[src/rtl/bdpc_cell.sv]
// One column cell of the 3x5 neighbour window: holds three samples of a column
// and hands them to the next older cell on each shift. No dependencies.
module bdpc_cell #(
  parameter int PIXEL_BITS = 16
) (
  input  logic                       clk,
  input  logic                       shift_i,
  input  logic [2:0][PIXEL_BITS-1:0] col_i,
  output logic [2:0][PIXEL_BITS-1:0] col_o
);

  logic [2:0][PIXEL_BITS-1:0] col_r;

  always_ff @(posedge clk) begin
    if (shift_i) begin
      col_r <= col_i;
    end
  end

  assign col_o = col_r;

endmodule

[config.mk]
export PLATFORM = sky130hd
export DESIGN_NAME = bdpc_cell
export DESIGN_NICKNAME = d
export VERILOG_FILES = /design/src/rtl/bdpc_cell.sv
export SDC_FILE = /design/constraint.sdc
export NUM_CORES = 1
export LEC_CHECK = 0
export ABC_CLOCK_PERIOD_IN_PS = 900
export BUFFER_PORTS_ARGS = -buffer_cell sky130_fd_sc_hd__buf_2
export CORE_UTILIZATION = 40
export DETAILED_ROUTE_END_ITERATION = 10
export PLACE_DENSITY_LB_ADDON = 0.08
export SYNTH_ARGS = -nofsm -noshare
export SYNTH_HDL_FRONTEND = slang
export SYNTH_SLANG_ARGS = --single-unit
[constraint.sdc]
create_clock -name clk -period 0.9 [get_ports clk]
set_input_delay 0.18 -clock clk [delete_from_list [all_inputs] [get_ports clk]]
set_output_delay 0.18 -clock clk [all_outputs]
set_load 0.02 [all_outputs]
==> metrics <==
status complete, but fails checks; violated checks setup timing; CP bufs+invs 1; Initial Utilization between 40 and 50%; pwr dens 1620 mW/mm²; post-CTS setup buffers 0; sequential-to-total area share from yosys stat 100%; starting DRC count in detailed routing 31; slowest CP cell edfxtp_1; Critical Path Start col_o[42]; LEAKAGE 0.00117 µW; n_diodes 0; Max-cap violations 0; GRT Util Overall about a fifth; global-route wire length before repair between 4000 and 5000 µm; Placer Congestion between 0.7 and 0.8; number of synthesized register bits 48; CP Class reg2out; Cell Area, Synth 0.00144 mm²; CP peak stage delay ~0.43 ns; fin crit share 122%; CP Data Arrival Time between 0.9 and 1 ns; critical hold path startpoint col_i[24]; Final Critical Period between 1 and 1.5 ns; area of the multi-input gates 0 µm²; CTS H-Tree Depth 2; Slew Viols, Final 0; max reg flops between 40 and 50; Max IR drop VDD roughly 1100 µV; Mapped Nets between 90 and 100; drt wl/cell 15.3 µm; full die area slightly below 0.004 mm²; Cell Chain, Critical Path buf_6; clock sinks between 40 and 50; Crit. End Element primary output; FP Rows 21; Max Fclk 910 MHz; CP Data Required Time 0.72 ns; vias per std cell about 4.4; clock buffer count from CTS 5; Crit path max-delay family flip-flops; area delta synth->final 93.0%; First-pass DRT Iterations 4; Synth Area per Inst between 30 and 40 µm²; Syn Inst Count 48; drt total wl 3800 µm; #MultiIn Comb 0; Setup TNS -8.11 ns; Hold Fails Final Rpt 0; most frequent cells in the layout buf_2 (59), edfxtp_1 (48), dlygate4sd3_1 (47); number of antenna-violating nets in the routed design 0; Max-slew headroom 91.0%; largest net degree at the start of global routing 26; Hold WS 0.0353 ns; total gr overflow 0; commonest non-fill, non-tap cell in the layout buf_2; share of cells above drive strength 1 between 50% and 60%; CP max FO 1; synth warn 0; post-synth cell types 1; Die Span Y ~62 µm; worst slew pin tran 0.135 ns; vias in the first global route 998; crit start category flop; Tightest Hold Check Type in2reg; Die Wd between 60 and 70 µm; IO Pins 98; Port Buf Inserts 97; via count approximately 1,100; initial antenna violation count 0; RSZ-0062 raised after global routing yes; Layout Nets 251; CTS tree built; drt drc 0; Power Total roughly 4500 µW; Final setup viols 48; buffer depth of the longest clock path 2; Root Buffer Master clkbuf_4; total core area 0.00339 mm²; clock slew at reported path FFs 0.12 ns; Final WS setup -0.198 ns
cells in the mapped netlist (all sizes together):
master | n | area share [%]
edfxtp | 48 | 100
what timing repair did:
item	in CTS	in global routing
resized for setup	6	70
endpoints found under the setup margin	48	48
hold buffers	42	5
hold endpoints to repair	42	5
area by class of cell:
type / count / area (µm²)
tap: 46 / 57.6
timing repair buffer: 146 / 1230
fill: 164 / 608
clock inverter: 1 / 3.75
sequential: 48 / 1440
clock buffer: 7 / 45.0
cell families (layout without fill, tap and decap cells):
kind of cell / Yosys count / after routing / share of synthesized area, %
DFF: 48 / 48 / 100
buffers and inverters: 0 / 154 / 0
routing by layer:
metal  vias to the layer above  part of all wire, %  GRT usage [%]
met4                         0                  2.3           10.5
met1                       524                   33           19.3
li1                        503                    -              -
met5                         -                    0              0
met2                        65                   58           33.1
met3                        10                  6.5           5.80
metrics by stage:
step           cell area (µm²)  utilization (%)  cells  setup slack [ns]
2_1_floorplan             1440                -     48             0.271
3_3_place_gp              2020             59.7    193            0.0947
3_5_place_dp              2020             59.7    193            0.0868
4_1_cts                   2510             74.1    243            -0.234
5_1_grt                   2780             82.1    248            -0.256
6_report                  2780             82.1    248            -0.198
final timing paths:
path | to | slack [ns] | depth (start not counted)
hold / removal | col_o[24] | 0.04 | 1
setup / recovery | col_o[42] | -0.20 | 1
report_power, final:
group	total [µW]	internal (µW)	switching, µW
registers	2740	2660	78.8
clock network	887	302	585
logic	877	488	389
total	4500	3450	1050
Note: power is estimated with default switching activity, not from simulation.
