--- src/rtl/bdpc_pkg.sv ---
// Package for the Bayer defect pixel correction block.
// Holds the shared constants, register codes and the threshold settings struct.
// No dependencies.
package bdpc_pkg;

  localparam int MAX_LINE_WIDTH_DEF = 4096;
  localparam int PIXEL_BITS_DEF     = 16;
  localparam int QUEUE_DEPTH        = 8;
  localparam int GAIN_SHIFT         = 8;

  localparam logic [1:0]  ENABLE_RESET       = 2'd3;
  localparam logic [12:0] LINE_WIDTH_RESET   = 13'd4096;
  localparam logic [15:0] FRAME_HEIGHT_RESET = 16'd4096;

  typedef enum logic [2:0] {
    REG_BLACK_LEVEL = 3'd0,
    REG_HOT_BASE    = 3'd1,
    REG_COLD_BASE   = 3'd2,
    REG_HOT_GAIN    = 3'd3,
    REG_COLD_GAIN   = 3'd4,
    REG_ENABLE      = 3'd5,
    REG_LINE_WIDTH  = 3'd6,
    REG_FRAME_HGT   = 3'd7
  } reg_idx_t;

  typedef struct packed {
    logic [15:0] black_level;
    logic [15:0] hot_base;
    logic [15:0] cold_base;
    logic [15:0] hot_gain;
    logic [15:0] cold_gain;
    logic [1:0]  enable;
  } thr_cfg_t;

endpackage

--- src/rtl/bdpc_correct.sv ---
// Two-stage correction unit: min and max of eight neighbours, level-dependent
// margins, then hot and cold clamping. Depends on bdpc_pkg.
module bdpc_correct #(
  parameter int PIXEL_BITS = 16
) (
  input  logic                    clk,
  input  logic [PIXEL_BITS-1:0]   nb_i [8],
  input  logic [PIXEL_BITS-1:0]   y_i,
  input  bdpc_pkg::thr_cfg_t      thr_i,
  output logic [PIXEL_BITS-1:0]   pix_o
);

  logic [PIXEL_BITS-1:0] mx, mn;
  logic [16:0]           diff;
  logic                  ge;
  logic [31:0]           prod_hot, prod_cold;

  logic [PIXEL_BITS-1:0] mx_r, mn_r, y_r;
  logic                  ge_r;
  logic [31:0]           prod_hot_r, prod_cold_r;

  logic [24:0] hot, cold;
  logic [25:0] hot_lim, cold_sum;
  logic [PIXEL_BITS-1:0] y_hot;

  always_comb begin
    mx = nb_i[0];
    mn = nb_i[0];
    for (int k = 1; k < 8; k++) begin
      if (nb_i[k] > mx) mx = nb_i[k];
      if (nb_i[k] < mn) mn = nb_i[k];
    end
    ge        = 17'(y_i) >= {1'b0, thr_i.black_level};
    diff      = 17'(y_i) - {1'b0, thr_i.black_level};
    prod_hot  = diff[15:0] * thr_i.hot_gain;
    prod_cold = diff[15:0] * thr_i.cold_gain;
  end

  always_ff @(posedge clk) begin
    mx_r        <= mx;
    mn_r        <= mn;
    y_r         <= y_i;
    ge_r        <= ge;
    prod_hot_r  <= prod_hot;
    prod_cold_r <= prod_cold;
  end

  always_comb begin
    hot  = 25'(thr_i.hot_base);
    cold = 25'(thr_i.cold_base);
    if (ge_r) begin
      hot  = hot + 25'(prod_hot_r[31:bdpc_pkg::GAIN_SHIFT]);
      cold = cold + 25'(prod_cold_r[31:bdpc_pkg::GAIN_SHIFT]);
    end
    hot_lim = 26'(mx_r) + 26'(hot);
    y_hot   = (thr_i.enable[0] && 26'(y_r) > hot_lim) ? mx_r : y_r;
    cold_sum = 26'(y_hot) + 26'(cold);
    pix_o   = (thr_i.enable[1] && cold_sum < 26'(mn_r)) ? mn_r : y_hot;
  end

endmodule

--- config.mk ---
export PLATFORM = sky130hd
export DESIGN_NAME = bdpc_correct
export DESIGN_NICKNAME = d
export VERILOG_FILES = /design/src/rtl/bdpc_pkg.sv /design/src/rtl/bdpc_correct.sv
export SDC_FILE = /design/constraint.sdc
export NUM_CORES = 2
export LEC_CHECK = 0
export BUFFER_PORTS_ARGS = -buffer_cell sky130_fd_sc_hd__buf_2
export CELL_PAD_IN_SITES_DETAIL_PLACEMENT = 0
export CELL_PAD_IN_SITES_GLOBAL_PLACEMENT = 1
export CORE_UTILIZATION = 52
export DETAILED_ROUTE_END_ITERATION = 7
export GPL_TIMING_DRIVEN = 0
export PLACE_DENSITY = 0.86
export SYNTH_ARGS = -nofsm -noshare
export SYNTH_HDL_FRONTEND = slang
export SYNTH_SLANG_ARGS = --single-unit
--- constraint.sdc ---
create_clock -name clk -period 44.5 [get_ports clk]
set_clock_uncertainty 0.1 [all_clocks]
set_input_delay 4.45 -clock clk [delete_from_list [all_inputs] [get_ports clk]]
set_output_delay 4.45 -clock clk [all_outputs]
set_load 0.01 [all_outputs]
==> impl_metrics.csv <==
group,metric,value,unit
setup_path,cp_data_arrival_time,24.10,ns
place,place_congestion,0.9734,
timing,rsz0062_at_grt,"no",
timing,finalCriticalPeriod,23.99,ns
yosys,synth.avg_cell_area,8.340,sq um
route,drcViolationCount,0,
timing,fmax,41.69,MHz
clocking,cts_max_path_buffers,2,
global_route,track_usage,30.35,%
die,io_pins,243,
yosys,synthesis.nets,4919,
clocking,cts_buffers,9,
timing,setup_viol_count_final,0,
finish,layout.nets,5172,
clocking,cts.sinks,97,
finish,drive_gt1_share,10.91,%
global_route,grt_max_degree,17,
global_route,grt_pass1_vias,26720,
clocking,htree_levels,3,
setup_path,crit_family,"compound AO/OA/AOI/OAI gates",
hold_path,min-delay-start,"y_i[0]",
yosys,yosys.area.top_type,"fa_1",
yosys,synth-seq-cells,97,
clocking,cts_hold_buf,0,
setup_path,critPathCaptureType,"flop",
setup_path,crit_type,"primary input to flop",
die,die_w,248.7,microns
route,drtAntennaViolNets,0,
place,io_buffers,242,
timing,fin_setup_tns,0,ns
run_status,status,"complete, no violations",
global_route,grt_pass1_wl,146600,microns
setup_path,cp_num_buf_inv,15,
route,drt_iter0_markers,2045,
hold_path,whs_endpoint,"y_r[0]",
place,dp_hpwl,81910,microns
yosys,yosys_most_used_dff,"dfxtp_1",
hold_path,min_delay_path_depth,1,
clocking,cts_resized,0,
die,dieArea,0.06186,sq mm
route,wl_per_cell,19.25,microns
route,vias,27070,
setup_path,critPathMaxStageDelay,0.66,ns
clocking,cts_tree,"done",
yosys,synth_top_area_share,24.73,%
route,wl,93100,microns
timing,slew_viol_final,0,
route,vias_per_cell,5.598,
setup_path,cp_max_fo,10,
setup_path,slowest_stage,"o21ai_1",
route,first_pass_iters,7,
clocking,cts_setup_buffers,0,
finish,final_cell_mix,"inv_1, ha_1, fa_1",
run,max-cap-violations,0,
setup_path,cp-start-kind,"primary input",
yosys,synth_area_leaders,"fa_1, ha_1, inv_1",
die,rows,90,
global_route,antenna_found_initial,5,
finish,final_common_cell,"inv_1",
yosys,synthDistinctLibCells,90,
timing,period_share,53.90,%
yosys,synth_edf_count,0,
setup_path,worstPathRequired,44.62,ns
timing,worst_pin_slew,1.227,ns
finish,area_growth,7.938,%
hold_path,hp-class,"primary input to flop",
yosys,synthesis.instances,3795,
die,start_util,52.54,%
die,die_h,248.7,microns
timing,hold_violations,0,
clocking,clk_pin_slew,0.07,ns
yosys,yosys_warnings,0,
yosys,synth_seq_area_share,6.135,%
yosys,synth_area,0.03165,sq mm
yosys,async_flop_share,0,%
clocking,clock-root-buffer,"clkbuf_16",
timing,relSlewSlack,17.51,%
die,design.core.area,0.06025,sq mm
global_route,grt_overflow_total,0,
-- metal layers --
| metal | share of wire, % | vias to the layer above | track usage, % |
|---|---|---|---|
| met2 | 44 | 1003 | 47.05 |
| met5 | 0.014 | - | 0 |
| li1 | - | 12910 | - |
| met4 | 2.2 | 2 | 6.087 |
| met3 | 7.5 | 125 | 3.720 |
| met1 | 47 | 13030 | 45.20 |
-- sequential cells by signal, summed over array words and instances (netlist names) --
name         flops
prod_hot_r      24
mn_r            16
prod_cold_r     24
ge_r             1
mx_r            16
y_r             16
-- Yosys cell counts (4+ instances only) --
cell      count
a211o_1       5
nor2_1      177
a211oi_1     15
nor2b_1      66
buf_2         4
clkbuf_1    109
o21bai_1     16
dfxtp_1      97
o41ai_1      21
nor4_1        5
fa_1        391
ha_1        506
a21boi_0     15
nand4_1      41
xnor2_1      80
mux2_1        8
mux2i_1      67
mux2_2      124
nand2_1     352
a41oi_1       4
and4_1        7
a41o_1        8
and3_1       14
a221oi_1     17
a22oi_1       5
o211ai_1     11
xor2_1       28
or3_1        11
o21ai_0     109
a31oi_1      12
a21oi_1     194
inv_1       702
o21a_1       33
o21ai_1      11
nor3_1       45
or2_2        25
nand3_1      32
a21o_1       64
nand2b_1     52
buf_1         7
and2_1      227
o31ai_1       7
-- through the flow --
step | instances | worst slack (ns) | cell area [sq um] | hold WS (ns) | util, %
after global placement | 4819 | 20.42 | 33840 | 4.528 | 56.17
after floorplan | 3795 | 23.75 | 31650 | 4.378 | -
after global routing | 4836 | 19.01 | 34160 | 4.143 | 56.71
final | 4836 | 20.51 | 34160 | 4.151 | 56.71
after detailed placement | 4819 | 20.25 | 33840 | 4.524 | 56.17
after CTS | 4834 | 20.60 | 34160 | 4.140 | 56.70
-- final cells by class --
type	instances	area [sq um]
diodes	2	5.005
inverters	702	2635
plain buffers	124	496.7
well taps	782	978.4
fillers	5622	26080
clock buffers	10	229.0
multi-input cells	2872	26580
flip-flops and latches	97	1942
clock inverters	5	88.84
repair buffers	242	1211
-- how the worst max path moves through the flow --
stage                    from       end  slack [ns]  cells past startpoint
detailed placement  nb_i[123]   mx_r[2]       20.25                     94
floorplan           nb_i[126]  mx_r[14]       23.75                     95
finish              nb_i[126]   mx_r[2]       20.51                     94
global placement    nb_i[123]   mx_r[2]       20.42                     95
CTS                 nb_i[123]   mx_r[2]       20.60                     94
global route        nb_i[123]  mx_r[13]       19.01                     96
-- kinds of logic after synthesis --
family          count (synthesis)  synth area share, %
compound gates                593                12.27
fa+ha+maj                     898                44.77
simple gates                 1073                17.09
buf+inv                       826                9.895
xor+xnor                      108                2.989
flops                          97                6.135
mux                           200                6.859
Power is left out: the tool's default activity adds up to more than one toggle a clock period on the data nets, which glitch-free logic cannot reach.
